`config.mk`:
```
export PLATFORM = sky130hd
export DESIGN_NAME = duration_list_parser_unit
export DESIGN_NICKNAME = d
export VERILOG_FILES = /design/src/rtl/dlp_pkg.sv /design/src/rtl/dlp_token_fsm.sv /design/src/rtl/dlp_dur_calc.sv /design/src/rtl/duration_list_parser_unit.sv
export SDC_FILE = /design/constraint.sdc
export NUM_CORES = 1
export LEC_CHECK = 0
export BUFFER_PORTS_ARGS = -buffer_cell sky130_fd_sc_hd__buf_4
export CAP_MARGIN = 25
export CORE_MARGIN = 2
export CORE_UTILIZATION = 43
export CTS_CLUSTER_SIZE = 30
export DETAILED_ROUTE_END_ITERATION = 10
export PLACE_DENSITY = 0.66
export SLEW_MARGIN = 15
export SYNTH_ARGS = -nofsm -noshare
export SYNTH_HDL_FRONTEND = slang
export SYNTH_HIERARCHICAL = 1
export SYNTH_SLANG_ARGS = --single-unit
```
`constraint.sdc`:
```
create_clock -name i_clk -period 6.75 [get_ports i_clk]
set_input_delay 0.3375 -clock i_clk [delete_from_list [all_inputs] [get_ports i_clk]]
set_output_delay 0.3375 -clock i_clk [all_outputs]
set_load 0.05 [all_outputs]
```
`src/rtl/dlp_pkg.sv`:
```
// ----------------------------------------------------------------------------
// Duration list parser package
// Character codes, field widths and the token control group shared by the
// parser modules.
// ----------------------------------------------------------------------------
`default_nettype none

package dlp_pkg;

    localparam int MINUTE_WIDTH_DEF = 16;
    localparam int SEC_W            = 7;
    localparam int DUR_W            = 22;
    localparam int CHAR_W           = 8;

    localparam logic [CHAR_W-1:0] CHAR_SPACE = 8'h20;
    localparam logic [CHAR_W-1:0] CHAR_COLON = 8'h3A;
    localparam logic [CHAR_W-1:0] CHAR_DOT   = 8'h2E;
    localparam logic [CHAR_W-1:0] CHAR_ZERO  = 8'h30;
    localparam logic [CHAR_W-1:0] CHAR_NINE  = 8'h39;

    // Control group that goes with one character through the parser.
    typedef struct packed {
        logic has_result;  // this character closes a result beat
        logic dur_ok;      // the closed token is valid and nonzero
        logic list_end;    // the character was the last of the list
    } t_tok_ctl;

endpackage

`default_nettype wire

```
`src/rtl/dlp_token_fsm.sv`:
```
// ----------------------------------------------------------------------------
// Duration list parser token state machine
// Holds the token phase and the minute and second accumulators, and works out
// in one step what a character does to them and whether it closes a token.
// ----------------------------------------------------------------------------
`default_nettype none

module dlp_token_fsm #(
    parameter int MINUTE_WIDTH = dlp_pkg::MINUTE_WIDTH_DEF
) (
    input  wire logic                       i_clk,
    input  wire logic                       i_rst_n,
    input  wire logic                       i_beat_valid,
    input  wire logic                       i_advance,
    input  wire logic [dlp_pkg::CHAR_W-1:0] i_char_code,
    input  wire logic                       i_end_of_list,
    output dlp_pkg::t_tok_ctl               o_ctl,
    output logic [MINUTE_WIDTH-1:0]         o_minutes,
    output logic [dlp_pkg::SEC_W-1:0]       o_seconds
);
    import dlp_pkg::*;

    localparam logic [3:0] PH_IDLE  = 4'd0;
    localparam logic [3:0] PH_MIN   = 4'd1;
    localparam logic [3:0] PH_COLON = 4'd2;
    localparam logic [3:0] PH_SEC1  = 4'd3;
    localparam logic [3:0] PH_SEC2  = 4'd4;
    localparam logic [3:0] PH_DOT   = 4'd5;
    localparam logic [3:0] PH_FRAC1 = 4'd6;
    localparam logic [3:0] PH_FRAC2 = 4'd7;
    localparam logic [3:0] PH_FRAC3 = 4'd8;
    localparam logic [3:0] PH_BAD   = 4'd9;

    localparam int WIDE_W = MINUTE_WIDTH + 4;
    localparam logic [MINUTE_WIDTH-1:0] MIN_MAX = {MINUTE_WIDTH{1'b1}};

    logic [3:0]              r_phase,   n_phase;
    logic [MINUTE_WIDTH-1:0] r_minutes, n_minutes;
    logic [SEC_W-1:0]        r_seconds, n_seconds;

    logic                    take;
    logic                    digit;
    logic [3:0]              d;
    logic [3:0]              t_phase;
    logic [MINUTE_WIDTH-1:0] t_minutes;
    logic [SEC_W-1:0]        t_seconds;
    logic [WIDE_W-1:0]       min_ext;
    logic [WIDE_W-1:0]       min_wide;
    logic [SEC_W-1:0]        sec_next;
    logic                    ending;
    logic                    ok;
    logic                    nonzero;

    always_comb begin
        take     = (i_char_code != CHAR_SPACE);
        digit    = (i_char_code >= CHAR_ZERO) && (i_char_code <= CHAR_NINE);
        d        = digit ? i_char_code[3:0] : 4'd0;
        min_ext  = {4'd0, r_minutes};
        // minutes * 10 + digit; saturates when it passes the all-ones value
        min_wide = (min_ext << 3) + (min_ext << 1) + {{(WIDE_W-4){1'b0}}, d};
        sec_next = (r_seconds << 3) + (r_seconds << 1) + {{(SEC_W-4){1'b0}}, d};

        t_phase   = r_phase;
        t_minutes = r_minutes;
        t_seconds = r_seconds;
        if (take) begin
            case (r_phase)
                PH_IDLE: begin
                    if (digit) begin
                        t_minutes = {{(MINUTE_WIDTH-4){1'b0}}, d};
                        t_seconds = '0;
                        t_phase   = PH_MIN;
                    end else begin
                        t_phase = PH_BAD;
                    end
                end
                PH_MIN: begin
                    if (digit) begin
                        if (min_wide > {4'd0, MIN_MAX}) begin
                            t_minutes = MIN_MAX;
                        end else begin
                            t_minutes = min_wide[MINUTE_WIDTH-1:0];
                        end
                    end else if (i_char_code == CHAR_COLON) begin
                        t_phase = PH_COLON;
                    end else begin
                        t_phase = PH_BAD;
                    end
                end
                PH_COLON: begin
                    if (digit) begin
                        t_seconds = {{(SEC_W-4){1'b0}}, d};
                        t_phase   = PH_SEC1;
                    end else begin
                        t_phase = PH_BAD;
                    end
                end
                PH_SEC1: begin
                    if (digit) begin
                        t_seconds = sec_next;
                        t_phase   = PH_SEC2;
                    end else begin
                        t_phase = PH_BAD;
                    end
                end
                PH_SEC2:  t_phase = (i_char_code == CHAR_DOT) ? PH_DOT : PH_BAD;
                PH_DOT:   t_phase = digit ? PH_FRAC1 : PH_BAD;
                PH_FRAC1: t_phase = digit ? PH_FRAC2 : PH_BAD;
                PH_FRAC2: t_phase = digit ? PH_FRAC3 : PH_BAD;
                default:  t_phase = PH_BAD;
            endcase
        end

        ending  = !take || i_end_of_list;
        ok      = (t_phase == PH_SEC2) || (t_phase == PH_FRAC1) ||
                  (t_phase == PH_FRAC2) || (t_phase == PH_FRAC3);
        nonzero = ok && ((t_minutes != '0) || (t_seconds != '0));

        o_ctl.has_result = i_beat_valid && (i_end_of_list || (ending && nonzero));
        o_ctl.dur_ok     = nonzero;
        o_ctl.list_end   = i_end_of_list;
        o_minutes        = nonzero ? t_minutes : '0;
        o_seconds        = nonzero ? t_seconds : '0;

        if (ending) begin
            n_phase   = PH_IDLE;
            n_minutes = '0;
            n_seconds = '0;
        end else begin
            n_phase   = t_phase;
            n_minutes = t_minutes;
            n_seconds = t_seconds;
        end
    end

    always_ff @(posedge i_clk) begin
        if (!i_rst_n) begin
            r_phase   <= PH_IDLE;
            r_minutes <= '0;
            r_seconds <= '0;
        end else if (i_advance) begin
            r_phase   <= n_phase;
            r_minutes <= n_minutes;
            r_seconds <= n_seconds;
        end
    end

endmodule

`default_nettype wire

```
`src/rtl/dlp_dur_calc.sv`:
```
// ----------------------------------------------------------------------------
// Duration list parser seconds calculation
// Turns a registered minute and second count into minutes*60+seconds,
// kept to the width of the result field.
// ----------------------------------------------------------------------------
`default_nettype none

module dlp_dur_calc #(
    parameter int MINUTE_WIDTH = dlp_pkg::MINUTE_WIDTH_DEF
) (
    input  wire logic [MINUTE_WIDTH-1:0]   i_minutes,
    input  wire logic [dlp_pkg::SEC_W-1:0] i_seconds,
    output logic [dlp_pkg::DUR_W-1:0]      o_duration_seconds
);
    import dlp_pkg::*;

    localparam int SUM_W = (MINUTE_WIDTH + 6 > DUR_W) ? MINUTE_WIDTH + 6 : DUR_W;

    logic [SUM_W-1:0] min_ext;
    logic [SUM_W-1:0] total;

    always_comb begin
        min_ext = {{(SUM_W-MINUTE_WIDTH){1'b0}}, i_minutes};
        // 60 * m = 64 * m - 4 * m
        total   = (min_ext << 6) - (min_ext << 2) +
                  {{(SUM_W-SEC_W){1'b0}}, i_seconds};
        o_duration_seconds = total[DUR_W-1:0];
    end

endmodule

`default_nettype wire

```
`src/rtl/duration_list_parser_unit.sv`:
```
// ----------------------------------------------------------------------------
// Duration list parser
// Reads a space-separated list of m:ss[.fff] durations one character per
// beat and gives the length of each valid, nonzero token in seconds.
// ----------------------------------------------------------------------------
// The block takes one Latin-1 character per input beat and keeps up with a
// new character in every clock cycle while no result waits on a stalled
// output. A character goes into an input register, the state machine works
// out from there what it does to the token, and any result is written into
// an output register at the clock on which that character moves on. A
// result beat is produced when a space closes a valid token whose value is
// nonzero, and always on the character flagged as the end of the list, where
// o_list_end is high and o_duration_valid tells whether the final token
// counted. Characters that produce no result never wait for the output
// register, so stalls on the output only hold up the input when a result
// really has to be stored. Minutes saturate at the all-ones value of
// MINUTE_WIDTH bits and the reported total is kept to 22 bits. There are no
// registers to configure.
// ----------------------------------------------------------------------------
`default_nettype none

module duration_list_parser_unit #(
    parameter int MINUTE_WIDTH = dlp_pkg::MINUTE_WIDTH_DEF
) (
    input  wire logic                       i_clk,
    input  wire logic                       i_rst_n,
    input  wire logic                       i_in_valid,
    output logic                            o_in_stall,
    input  wire logic [dlp_pkg::CHAR_W-1:0] i_char_code,
    input  wire logic                       i_end_of_list,
    output logic                            o_out_valid,
    input  wire logic                       i_out_stall,
    output logic [dlp_pkg::DUR_W-1:0]       o_duration_seconds,
    output logic                            o_duration_valid,
    output logic                            o_list_end
);
    import dlp_pkg::*;

    // Input register: holds the character beat that is being parsed.
    logic                    r_in_valid, n_in_valid;
    logic [CHAR_W-1:0]       r_in_char;
    logic                    r_in_last;

    // Output register: the waiting result beat.
    logic                    r_out_valid, n_out_valid;
    logic                    r_out_ok;
    logic                    r_out_last;
    logic [MINUTE_WIDTH-1:0] r_out_min;
    logic [SEC_W-1:0]        r_out_sec;

    t_tok_ctl                tok_ctl;
    logic [MINUTE_WIDTH-1:0] tok_min;
    logic [SEC_W-1:0]        tok_sec;
    logic                    out_free;
    logic                    can_go;
    logic                    in_accept;
    logic                    load_out;

    dlp_token_fsm #(
        .MINUTE_WIDTH (MINUTE_WIDTH)
    ) u_token_fsm (
        .i_clk         (i_clk),
        .i_rst_n       (i_rst_n),
        .i_beat_valid  (r_in_valid),
        .i_advance     (can_go),
        .i_char_code   (r_in_char),
        .i_end_of_list (r_in_last),
        .o_ctl         (tok_ctl),
        .o_minutes     (tok_min),
        .o_seconds     (tok_sec)
    );

    // The output slot is free when empty or when its beat leaves this cycle.
    // A held character moves on when it needs no slot, or when one is free.
    always_comb begin
        out_free   = !r_out_valid || !i_out_stall;
        can_go     = r_in_valid && (!tok_ctl.has_result || out_free);
        load_out   = can_go && tok_ctl.has_result;
        o_in_stall = r_in_valid && !can_go;
        in_accept  = i_in_valid && !o_in_stall;

        if (in_accept) begin
            n_in_valid = 1'b1;
        end else if (can_go) begin
            n_in_valid = 1'b0;
        end else begin
            n_in_valid = r_in_valid;
        end

        if (load_out) begin
            n_out_valid = 1'b1;
        end else if (!i_out_stall) begin
            n_out_valid = 1'b0;
        end else begin
            n_out_valid = r_out_valid;
        end
    end

    always_ff @(posedge i_clk) begin
        if (!i_rst_n) begin
            r_in_valid  <= 1'b0;
            r_out_valid <= 1'b0;
        end else begin
            r_in_valid  <= n_in_valid;
            r_out_valid <= n_out_valid;
        end
    end

    always_ff @(posedge i_clk) begin
        if (in_accept) begin
            r_in_char <= i_char_code;
            r_in_last <= i_end_of_list;
        end
        if (load_out) begin
            r_out_ok   <= tok_ctl.dur_ok;
            r_out_last <= tok_ctl.list_end;
            r_out_min  <= tok_min;
            r_out_sec  <= tok_sec;
        end
    end

    dlp_dur_calc #(
        .MINUTE_WIDTH (MINUTE_WIDTH)
    ) u_dur_calc (
        .i_minutes          (r_out_min),
        .i_seconds          (r_out_sec),
        .o_duration_seconds (o_duration_seconds)
    );

    assign o_out_valid      = r_out_valid;
    assign o_duration_valid = r_out_ok;
    assign o_list_end       = r_out_last;

    // A counted duration is never zero before scaling.
    a_ok_nonzero: assert property (@(posedge i_clk) disable iff (!i_rst_n)
        (r_out_valid && r_out_ok) |-> ((r_out_min != '0) || (r_out_sec != '0)))
        else $error("counted duration with zero minutes and seconds");

    // The last character of a list always leaves a closing result beat.
    a_end_result: assert property (@(posedge i_clk) disable iff (!i_rst_n)
        (can_go && r_in_last) |=> (r_out_valid && r_out_last))
        else $error("end of list produced no closing result");

    // The input side only stalls while a character is held.
    a_stall_held: assert property (@(posedge i_clk) disable iff (!i_rst_n)
        o_in_stall |-> (r_in_valid && tok_ctl.has_result && r_out_valid))
        else $error("input stalled without a waiting result");

endmodule

`default_nettype wire

```
* Word-level counts from Yosys, hierarchy flattened
Index checks and enable logic that the tools add are counted.
** Word-level totals
- Logic and storage cells :: 90
- Bits in registers :: 63
- Output and inout port bits :: 26
- Input bits :: 13
** Cells by class
- Mux-type cells :: 29
- Magnitude comparators :: 3
- Equal/unequal tests :: 15
- Reduce and logical (&&, ||, !) cells :: 26
- Add/sub/neg operators :: 6
** Operator list (number)
- $mux 16 :: 5
- $mux 4 :: 11
- $mux 7 :: 5
- $pmux 16 s2 :: 1
- $pmux 4 s8 :: 1
- $eq 4x3->1 const B :: 7
- $add 22x7->22 :: 1
- $sub 22x18->22 :: 1
- $pmux 7 s3 :: 1
- $add 19x17->20 :: 1
- $add 20x4->20 :: 1
- $gt 20x16->1 const B :: 1
- $eq 8x6->1 const B :: 2
- $reduce_bool 16->1 :: 1
- $eq 4x2->1 const B :: 2
- $ge 8x6->1 const B :: 1
- $le 8x6->1 const B :: 1
- $logic_and 1x1->1 :: 8
- $logic_or 1x1->1 :: 8
- $ne 8x6->1 const B :: 1
- $add 7x4->7 :: 1
- $add 7x7->7 :: 1
- $reduce_bool 7->1 :: 1
- $logic_not 1->1 :: 6
- 6 further kinds :: 10

* Longest topological paths before layout
Gate-level depths: netlist (run 1).
- Depth after elaboration :: 23
- Gate-level depth with buffers :: 27
- Gate-level depth less buffers :: 23

* Hierarchy
The synthesis (run 1) kept the hierarchy.
** By module, submodules not included
- dlp_token_fsm :: cells an instance 452, area each 3304.4 µm², times used 1, seq. area each 540.5 µm²
- dlp_dur_calc :: cells an instance 167, area each 1270.0 µm², times used 1, seq. area each 0.0 µm²
- duration_list_parser_unit :: cells an instance 45, area each 1116.1 µm², times used 1, seq. area each 1061.0 µm²

* Worst setup path after synthesis (run 1)
No wires, ideal clock.
- Kind :: reg-to-reg
- Start point :: register r_in_char[6]
- End point :: register r_out_ok (netlist: o_duration_valid), enable pin
- Setup slack :: 0.988 ns
- Required time :: 6.335 ns
- Stages on the path, launching flop included :: 19
- Arrival time :: 5.347 ns
- Clock period less this slack :: 5.762 ns
- Buffers on the path :: 1
- Library setup time :: 0.415 ns
- Cell sequence :: edfxtp_1 > and4bb_2 > nand2_1 > nor3_1 > fa_1 > fa_1 > a211oi_2 > o211ai_1 > a211oi_2 > o21ai_1 > mux2i_1 > and4_1 > buf_4 > nor3b_1 > o21ai_1 > nor3_1 > o31ai_1 > nand2_1 > a21oi_1
** RTL lines
- start, declared :: line duration_list_parser_unit.sv:41 : logic [CHAR_W-1:0] r_in_char;
- start signal, assigned :: line duration_list_parser_unit.sv:111 : r_in_char <= i_char_code;
- end signal, assigned :: line duration_list_parser_unit.sv:115 : r_out_ok <= tok_ctl.dur_ok;
- end, declared :: line duration_list_parser_unit.sv:46 : logic r_out_ok;

==> results of run 1 <==
[cell type report]
class,count,area (um^2),share of cell area
repair buffers,42,315,0.0496
clock inverters,6,37.5,0.00591
clock buffers,10,229,0.0361
well taps,176,220,0.0347
flip-flops and latches,63,1600,0.252
inverters,54,203,0.0319
multi-input cells,518,3740,0.590
[worst max-delay path: cells and delay by family, from the launching register on]
family                   cells  cell delay [ns]
AO/OA/AOI/OAI                9             1.92
adder cells (fa/ha/maj)      2             1.06
flip-flops                   1             0.38
multiplexers                 1             0.16
AND/OR/NAND/NOR              9             2.56
[kinds of logic after synthesis]
| family | after synthesis |
|---|---|
| AOI/OAI and AO/OA | 201 |
| xor gates and xnor gates | 36 |
| adders and majority gates | 76 |
| buffers and inverters | 83 |
| DFF | 63 |
| muxes | 3 |
| and+or+nand+nor | 202 |
[routing by layer]
metal / GRT usage / vias to the layer above
met3: 0.0297 / 23
met1: 0.268 / 2362
li1: - / 2484
met4: 0.0543 / 0
met2: 0.330 / 193
met5: 0 / -
[report_power, final]
part	switching [mW]	internal (mW)	total [mW]
logic	0.0581	0.0309	0.0890
clock network	0.171	0.246	0.417
registers	0.00738	0.408	0.415
total	0.237	0.685	0.921
[placed cells by master (no fill, tap or decap), types with 7 or more instances in the layout]
cell type,synthesis,layout
a21o_1,16,16
a21oi_1,70,69
a31oi_1,8,7
and2_1,28,28
and3_1,9,9
buf_4,7,42
clkbuf_16,0,9
dfxtp_1,29,29
edfxtp_1,34,34
ha_1,71,71
inv_1,53,53
nand2_1,41,41
nand3_1,17,17
nand4_1,9,9
nor2_1,46,46
nor2b_1,12,12
nor3_1,16,16
o21ai_0,23,23
o22ai_1,22,22
xnor2_1,22,22
xor2_1,14,14
[final timing paths]
kind / from / end / slack (ns) / cells past startpoint
setup / recovery: r_in_char[7] / u_token_fsm/r_seconds[0] / 0.63 / 21
hold / removal: i_end_of_list / r_in_last / 0.18 / 1
setup reg to reg: r_in_char[7] / u_token_fsm/r_seconds[0] / 0.63 / 21
hold reg to reg: o_out_valid / o_out_valid / 0.55 / 2
[state kept, by name, indices dropped and copies added, names as in the netlist]
register and count:
r_out_min 16, u_token_fsm/r_minutes 16, r_in_char 8, r_out_sec 7
u_token_fsm/r_seconds 7, u_token_fsm/r_phase 4, o_duration_valid 1, o_list_end 1
o_out_valid 1, r_in_last 1, r_in_valid 1
==> impl_metrics.py, run 1 <==
metrics = {
    "run_status": {
        "status": "finished, final reports clean",
    },
    "setup_path": {
        "worst_setup_path_start_kind": "register",
        "cp_slowest_cell": "or3b_2",
        "crit_fanout": 24,
        "crit_path_end_kind": "register",
        "arrival_ns": 6.40,
        "path_class": "reg -> reg",
        "critPathMaxStageDelay_ns": 0.73,
        "crit_required_ns": 7.02,
        "path_cells": "and4bb_2 > nand2_1 > nor3_1 > fa_1 > fa_1 > a211oi_2 > o211ai_1 > a211oi_2 > o21ai_1 > mux2i_1 > and4_1 > a31o_2 > nand4_1 > nor3_1 > o31ai_1 > a31oi_2 > or3b_2 > o21ai_0 > nand2_1 > o21ai_0 > and2_1",
    },
    "cts": {
        "cts_resized": 0,
        "hold_buffers": 0,
        "cts_buffers": 9,
        "cts_tree": "done",
        "cts_max_level": 3,
        "clkLatencyLatePin_ns": 0.33,
        "clock_path_buffers": 2,
        "postCtsSetupRepairBufs": 0,
        "root_buffer": "clkbuf_16",
        "cts_num_sinks": 63,
        "clkTransAtPathRegs_ns": 0.06,
    },
    "pwr": {
        "leakage_nw": 2.65,
        "power_density_nw_per_um2": 145,
        "p_total_mw": 0.921,
        "peakVddDrop_v": 0.000120,
    },
    "sta": {
        "setup_tns_ns": 0,
        "fin_crit_sh": 0.907,
        "tightest_slew_ns": 0.892,
        "hold_violations": 0,
        "slew_violations": 0,
        "layout_min_cycle_time_ns": 6.12,
        "relSlewSlack": 0.401,
        "fin_ws_ns": 0.627,
        "max_freq_ghz": 0.163,
        "rsz0062_at_grt": "no",
        "fin_skew_ns": 0.00978,
        "setup_viol_count_final": 0,
        "timing.hold.ws_ns": 0.177,
    },
    "final_layout": {
        "antennaDiodeCount": 0,
        "layout.cells.non_filler": 869,
        "fillers": 1237,
        "drive_gt1_frac": 0.124,
        "post-route-cell-area_um2": 6350,
        "nNetsFinal": 777,
        "syn2layout_area_growth_pct": 11.6,
        "fin_util": 0.485,
    },
    "synth": {
        "synth_compound_area_frac": 0.237,
        "ys_warn_count": 6,
        "synth_nets": 753,
        "synth-main-ff-cell": "edfxtp_1",
        "ys_async_sr_fraction": 0,
        "synth_cells": 664,
        "synthAdderAreaFrac": 0.174,
        "synth_cell_types": 71,
        "yosys.area_share.simple": 0.185,
        "synthMostInstantiatedCell": "ha_1",
        "synth_top_area_frac": 0.179,
        "synthTopCellsByArea": "edfxtp_1 (18%), ha_1 (16%), dfxtp_1 (10%)",
        "synthMuxAreaShare": 0.00528,
        "synth_seq_cells": 63,
        "synth_commonest_cells": "ha_1 (71), a21oi_1 (70), inv_1 (53), nor2_1 (46), nand2_1 (41)",
        "syn_area_um2": 5690,
        "synth_top_family_by_area": "compound AO/OA/AOI/OAI gates",
        "synth_area_per_cell_um2": 8.57,
        "synth_edf_count": 34,
        "synth-xor-area-share": 0.0554,
        "synth_top_area_cell": "edfxtp_1",
        "seq_area_frac_synth": 0.281,
    },
    "placement": {
        "placed_area_um2": 6080,
        "dp_cells": 853,
        "place_ws_ns": 0.697,
        "gp_congestion": 0.928,
        "dp_hpwl_um": 10700,
        "io_buffers": 38,
    },
    "die": {
        "die_height_um": 119,
        "core_um2": 13100,
        "fp-row-count": 42,
        "start_util": 0.435,
        "chipWidth_um": 119,
        "io_pins": 39,
        "die_area_um2": 14200,
    },
    "route": {
        "topRoutingLayerUsed": "met4",
        "wl_met3_um": 902,
        "initialDrtViolationCount": 474,
        "drt_pass1_iterations": 5,
        "drc": 0,
        "avgRoutedWirePerCell_um": 16.2,
        "met2WireLength_um": 6660,
        "drt-total-wl_um": 14100,
        "ant_nets": 0,
        "vias": 5062,
        "avgViaCountPerCell": 5.83,
        "met1_length_um": 6270,
    },
    "min_path": {
        "min_path_type": "in -> reg",
    },
    "global_routing": {
        "grt_overflow_total": 0,
        "grt_max_degree": 30,
        "grt_use_total": 0.198,
        "grt_pass1_vias": 4870,
        "grt_pass1_wl_um": 23200,
        "antenna_found_initial": 0,
    },
    "job": {
        "maxCapViolations": 0,
    },
}
Power figures use the tool's default switching activity.
==> run 2, diff against run 1 <==
--- a/config.mk
+++ b/config.mk
@@ -7,11 +7,13 @@
 export LEC_CHECK = 0
 export BUFFER_PORTS_ARGS = -buffer_cell sky130_fd_sc_hd__buf_4
 export CAP_MARGIN = 25
+export CELL_PAD_IN_SITES_DETAIL_PLACEMENT = 1
+export CELL_PAD_IN_SITES_GLOBAL_PLACEMENT = 2
 export CORE_MARGIN = 2
-export CORE_UTILIZATION = 43
+export CORE_UTILIZATION = 38
 export CTS_CLUSTER_SIZE = 30
 export DETAILED_ROUTE_END_ITERATION = 10
-export PLACE_DENSITY = 0.66
+export PLACE_DENSITY = 0.87
 export SLEW_MARGIN = 15
 export SYNTH_ARGS = -nofsm -noshare
 export SYNTH_HDL_FRONTEND = slang
==> run 2 against run 1 <==
Register-to-register slack worse by 0.14 ns. Via count up 1.0%. Cell count is 0.92% higher. Worst setup slack lost 0.14 ns. Combinational power grew 2%. Sequential share of layout area is 0.16 points lower. Hold slack improved by 0.0020 ns. Cell area grew 0.65%. Utilization is 4.7 points lower.
==> impl_metrics.py, run 2 (synthesized netlist as in run 1, its figures left out) <==
metrics = {
    "sta": {
        "setup_tns_ns": 0,
        "hold_violations": 0,
        "tightest_slew_ns": 0.893,
        "layout_min_cycle_time_ns": 6.27,
        "relSlewSlack": 0.399,
        "rsz0062_at_grt": "no",
        "fin_crit_sh": 0.928,
        "setup_viol_count_final": 0,
        "fin_skew_ns": 0.00743,
        "slew_violations": 0,
        "max_freq_ghz": 0.160,
    },
    "final_layout": {
        "final_cell_mix": "ha_1 (71), a21oi_1 (69), inv_1 (53), nor2_1 (46), buf_4 (42)",
        "post-route-cell-area_um2": 6390,
        "fin_util": 0.438,
        "antennaDiodeCount": 0,
        "fillers": 1723,
        "layout.cells.non_filler": 877,
        "nNetsFinal": 777,
        "top_regs": "r_out_min: 16 flops, u_token_fsm/r_minutes: 16 flops, r_in_char: 8 flops",
        "syn2layout_area_growth_pct": 12.3,
        "final_common_cell": "ha_1",
        "drive_gt1_frac": 0.126,
    },
    "die": {
        "chipWidth_um": 126,
        "fp-row-count": 44,
        "start_util": 0.390,
        "core_um2": 14600,
        "io_pins": 39,
        "die_height_um": 126,
        "die_area_um2": 16000,
    },
    "setup_path": {
        "path_class": "reg -> reg",
        "crit_path_end_kind": "register",
        "arrival_ns": 6.54,
        "crit_fanout": 24,
        "crit_required_ns": 7.02,
        "worst_setup_path_start_kind": "register",
    },
    "pwr": {
        "leakage_nw": 2.67,
        "power_density_nw_per_um2": 152,
        "p_total_mw": 0.972,
        "peakVddDrop_v": 0.000110,
    },
    "route": {
        "avgRoutedWirePerCell_um": 18.6,
        "ant_nets": 0,
        "drt-total-wl_um": 16300,
        "drt_pass1_iterations": 5,
        "initialDrtViolationCount": 187,
        "avgViaCountPerCell": 5.83,
        "drc": 0,
        "vias": 5115,
    },
    "placement": {
        "dp_hpwl_um": 12800,
        "gp_congestion": 0.931,
        "dp_cells": 861,
        "io_buffers": 38,
        "placed_area_um2": 6090,
    },
    "cts": {
        "clkLatencyLatePin_ns": 0.33,
        "hold_buffers": 0,
        "cts_resized": 0,
        "clock_path_buffers": 2,
        "cts_buffers": 9,
        "cts_max_level": 3,
        "postCtsSetupRepairBufs": 0,
        "root_buffer": "clkbuf_16",
        "clkTransAtPathRegs_ns": 0.06,
        "cts_tree": "done",
        "cts_num_sinks": 63,
    },
    "global_routing": {
        "use_met1": 0.281,
        "top_usage_layer": "met2",
        "use_met3": 0.0215,
        "antenna_found_initial": 0,
        "grt_use_met2": 0.355,
        "grt_overflow_total": 0,
        "grt_pass1_vias": 5273,
        "grt_use_total": 0.209,
        "grt_pass1_wl_um": 27200,
        "grt_max_degree": 30,
    },
    "min_path": {
        "min_path_type": "in -> reg",
    },
    "run_status": {
        "status": "finished, final reports clean",
    },
    "job": {
        "maxCapViolations": 0,
    },
}
## run 2: worst paths after layout
path,startpoint,to,slack (ns),cells past startpoint
worst max-delay path,r_in_char[6],u_token_fsm/r_seconds[0],0.48,21
worst min-delay path,i_char_code[3],r_in_char[3],0.18,1
worst max register to register,r_in_char[6],u_token_fsm/r_seconds[0],0.48,21
worst min register to register,r_in_last,o_list_end,0.52,0
## run 2: worst max-delay path, cell delays in order (launching register included)
cell	delay, ns
edfxtp_1	0.38
and4bb_2	0.37
nand2_1	0.07
nor3_1	0.36
fa_1	0.55
fa_1	0.51
a211oi_2	0.27
o211ai_1	0.13
a211oi_2	0.32
o21ai_1	0.12
mux2i_1	0.14
and4_1	0.35
nor3b_1	0.28
o21ai_1	0.20
nor3_1	0.26
o31ai_1	0.17
a31oi_2	0.23
or3b_2	0.74
o21ai_0	0.42
nand2_1	0.10
o21ai_0	0.07
and2_1	0.14
## run 2: through the flow
step           hold WS (ns)  setup slack, ns
2_1_floorplan         0.436            0.988
3_3_place_gp          0.505            0.881
3_5_place_dp          0.515            0.595
4_1_cts               0.174            0.493
5_1_grt               0.171           0.0443
6_report              0.179            0.485
## run 2: cell type report
class,instances,area (um^2),area share
Clock buffer,9,225,0.0352
Clock inverter,7,72.6,0.0114
Inverter,54,203,0.0317
Multi-Input combinational cell,518,3740,0.586
Sequential cell,63,1600,0.251
Tap cell,184,230,0.0360
Timing Repair Buffer,42,315,0.0493
## run 2: power by group
part | total, mW | internal (mW) | switching (mW)
clock network | 0.466 | 0.286 | 0.180
registers | 0.415 | 0.408 | 0.00758
logic | 0.0905 | 0.0309 | 0.0596
## run 2: per-layer routing
| metal | part of all wire | wire length, um |
|---|---|---|
| met2 | 0.49 | 7910 |
| met3 | 0.030 | 496 |
| met4 | 0.017 | 274 |
| met1 | 0.47 | 7620 |
| met5 | 0 | 0 |
==> run 3, diff against run 2 <==
--- a/config.mk
+++ b/config.mk
@@ -10,10 +10,10 @@
 export CELL_PAD_IN_SITES_DETAIL_PLACEMENT = 1
 export CELL_PAD_IN_SITES_GLOBAL_PLACEMENT = 2
 export CORE_MARGIN = 2
-export CORE_UTILIZATION = 38
+export CORE_UTILIZATION = 35
 export CTS_CLUSTER_SIZE = 30
 export DETAILED_ROUTE_END_ITERATION = 10
-export PLACE_DENSITY = 0.87
+export PLACE_DENSITY = 0.84
 export SLEW_MARGIN = 15
 export SYNTH_ARGS = -nofsm -noshare
 export SYNTH_HDL_FRONTEND = slang
==> constraint.sdc (replaced) <==
create_clock -name i_clk -period 5.6 [get_ports i_clk]
set_input_delay 0.28 -clock i_clk [delete_from_list [all_inputs] [get_ports i_clk]]
set_output_delay 0.28 -clock i_clk [all_outputs]
set_load 0.05 [all_outputs]
==> run 3 against run 2 <==
Clock-buffer cell count increased by 3. First-iteration DRC count rose by 35%. Combinational power grew 28%. Total power increased by 16%. Sequential power is 21% higher. Critical endpoint unchanged. Critical path type unchanged. Clock skew decreased by 0.0049 ns. Cell area is 2.1% higher. Largest cell class unchanged.
==> impl_metrics.py, run 3 (synthesized netlist as in run 1, its figures left out) <==
metrics = {
    "setup_path": {
        "critPathMaxStageDelay_ns": 0.52,
        "arrival_ns": 5.58,
        "crit_required_ns": 5.88,
        "cp_slowest_cell": "edfxtp_1",
        "crit_fanout": 18,
        "worst_setup_path_start_kind": "register",
        "crit_path_end_kind": "register",
        "cpLargestDelayFamily": "compound AO/OA/AOI/OAI gates",
        "critPathBufInv": 1,
        "path_class": "reg -> reg",
        "path_cells": "o2111ai_2 > and2_1 > nand2_1 > xnor2_1 > ha_1 > fa_1 > a211oi_2 > o211ai_1 > a211oi_2 > o21ai_1 > mux2i_1 > and4_4 > a31o_2 > nand4_1 > nor3_2 > o31ai_2 > a31oi_2 > or3b_4 > buf_4 > o21ai_0 > and2_1",
    },
    "placement": {
        "dp_cells": 901,
        "gp_congestion": 0.858,
        "io_buffers": 38,
        "dp_hpwl_um": 13100,
        "placed_area_um2": 6210,
        "place_ws_ns": -0.127,
    },
    "sta": {
        "relSlewSlack": 0.293,
        "fin_crit_sh": 0.948,
        "setup_viol_count_final": 0,
        "tightest_slew_ns": 1.05,
        "fin_skew_ns": 0.00250,
        "setup_tns_ns": 0,
        "fin_ws_ns": 0.291,
        "rsz0062_at_grt": "no",
        "slew_violations": 0,
        "hold_violations": 0,
        "max_freq_ghz": 0.188,
        "layout_min_cycle_time_ns": 5.31,
    },
    "run_status": {
        "status": "finished, final reports clean",
    },
    "min_path": {
        "min_path_type": "in -> reg",
    },
    "global_routing": {
        "grt_pass1_wl_um": 27300,
        "grt_max_degree": 30,
        "grt_overflow_total": 0,
        "antenna_found_initial": 0,
        "grt_pass1_vias": 5264,
        "grt_use_total": 0.193,
    },
    "route": {
        "vias": 5117,
        "drc": 0,
        "ant_nets": 0,
        "drt-total-wl_um": 16600,
        "avgViaCountPerCell": 5.57,
        "drt_pass1_iterations": 5,
        "initialDrtViolationCount": 252,
        "avgRoutedWirePerCell_um": 18.1,
    },
    "pwr": {
        "peakVddDrop_v": 0.000123,
        "power_density_nw_per_um2": 172,
        "leakage_nw": 2.72,
    },
    "die": {
        "fp-row-count": 46,
        "core_um2": 15900,
        "die_height_um": 132,
        "io_pins": 39,
        "die_area_um2": 17300,
        "start_util": 0.358,
        "chipWidth_um": 132,
    },
    "final_layout": {
        "nNetsFinal": 786,
        "antennaDiodeCount": 0,
        "top_regs": "r_out_min: 16 flops, u_token_fsm/r_minutes: 16 flops, r_in_char: 8 flops",
        "syn2layout_area_growth_pct": 14.6,
        "layout.cells.non_filler": 918,
        "drive_gt1_frac": 0.145,
        "fin_util": 0.411,
        "final_common_cell": "ha_1",
        "post-route-cell-area_um2": 6520,
        "fillers": 1893,
        "final_cell_mix": "ha_1 (71), a21oi_1 (69), inv_1 (53), buf_4 (50), nor2_1 (46)",
    },
    "cts": {
        "cts_tree": "done",
        "clkTransAtPathRegs_ns": 0.05,
        "cts_max_level": 3,
        "hold_buffers": 0,
        "cts_num_sinks": 63,
        "clock_path_buffers": 2,
        "root_buffer": "clkbuf_16",
        "cts_buffers": 9,
        "clkLatencyLatePin_ns": 0.33,
    },
    "job": {
        "maxCapViolations": 0,
    },
}
## run 3: layer usage
| metal | vias to the layer above | global-route usage | wire length [um] | part of all wire |
|---|---|---|---|---|
| met5 | - | 0 | 0 | 0 |
| li1 | 2494 | - | - | - |
| met3 | 19 | 0.0282 | 552 | 0.033 |
| met1 | 2496 | 0.253 | 7910 | 0.48 |
| met2 | 108 | 0.329 | 7880 | 0.47 |
| met4 | 0 | 0.0592 | 266 | 0.016 |
## run 3: repair_timing
action / in CTS / in global routing
gates resized for setup: 3 / 10
buffers inserted: 0 / 1
setup endpoints to repair: 21 / 36
pin swaps: 0 / 3
## run 3: cell type report
class	count	area, um^2	area share
inverter	54	203	0.0311
sequential	63	1600	0.245
clock buffer	12	246	0.0378
clock inverter	4	22.5	0.00345
multi-input combinational	518	3780	0.580
tap	216	270	0.0414
timing repair buffer	51	395	0.0606
## run 3: worst paths after layout
path                       from                        to  slack, ns  depth (start not counted)
setup / recovery   r_in_char[1]  u_token_fsm/r_seconds[0]       0.29                         21
hold / removal    i_end_of_list                 r_in_last       0.12                          1
setup reg to reg   r_in_char[1]  u_token_fsm/r_seconds[0]       0.29                         21
hold reg to reg     o_out_valid               o_out_valid       0.61                          2
## run 3: metrics by stage
step / hold WS [ns] / power, mW
after floorplan: 0.379 / 0.584
after global placement: 0.459 / 0.621
after detailed placement: 0.460 / 0.624
after CTS: 0.112 / 1.13
after global routing: 0.110 / 1.16
final: 0.122 / 1.12
## run 3: where the power goes
group	switching [mW]	internal, mW	total, mW
clock network	0.198	0.309	0.507
logic	0.0741	0.0419	0.116
registers	0.00992	0.492	0.502
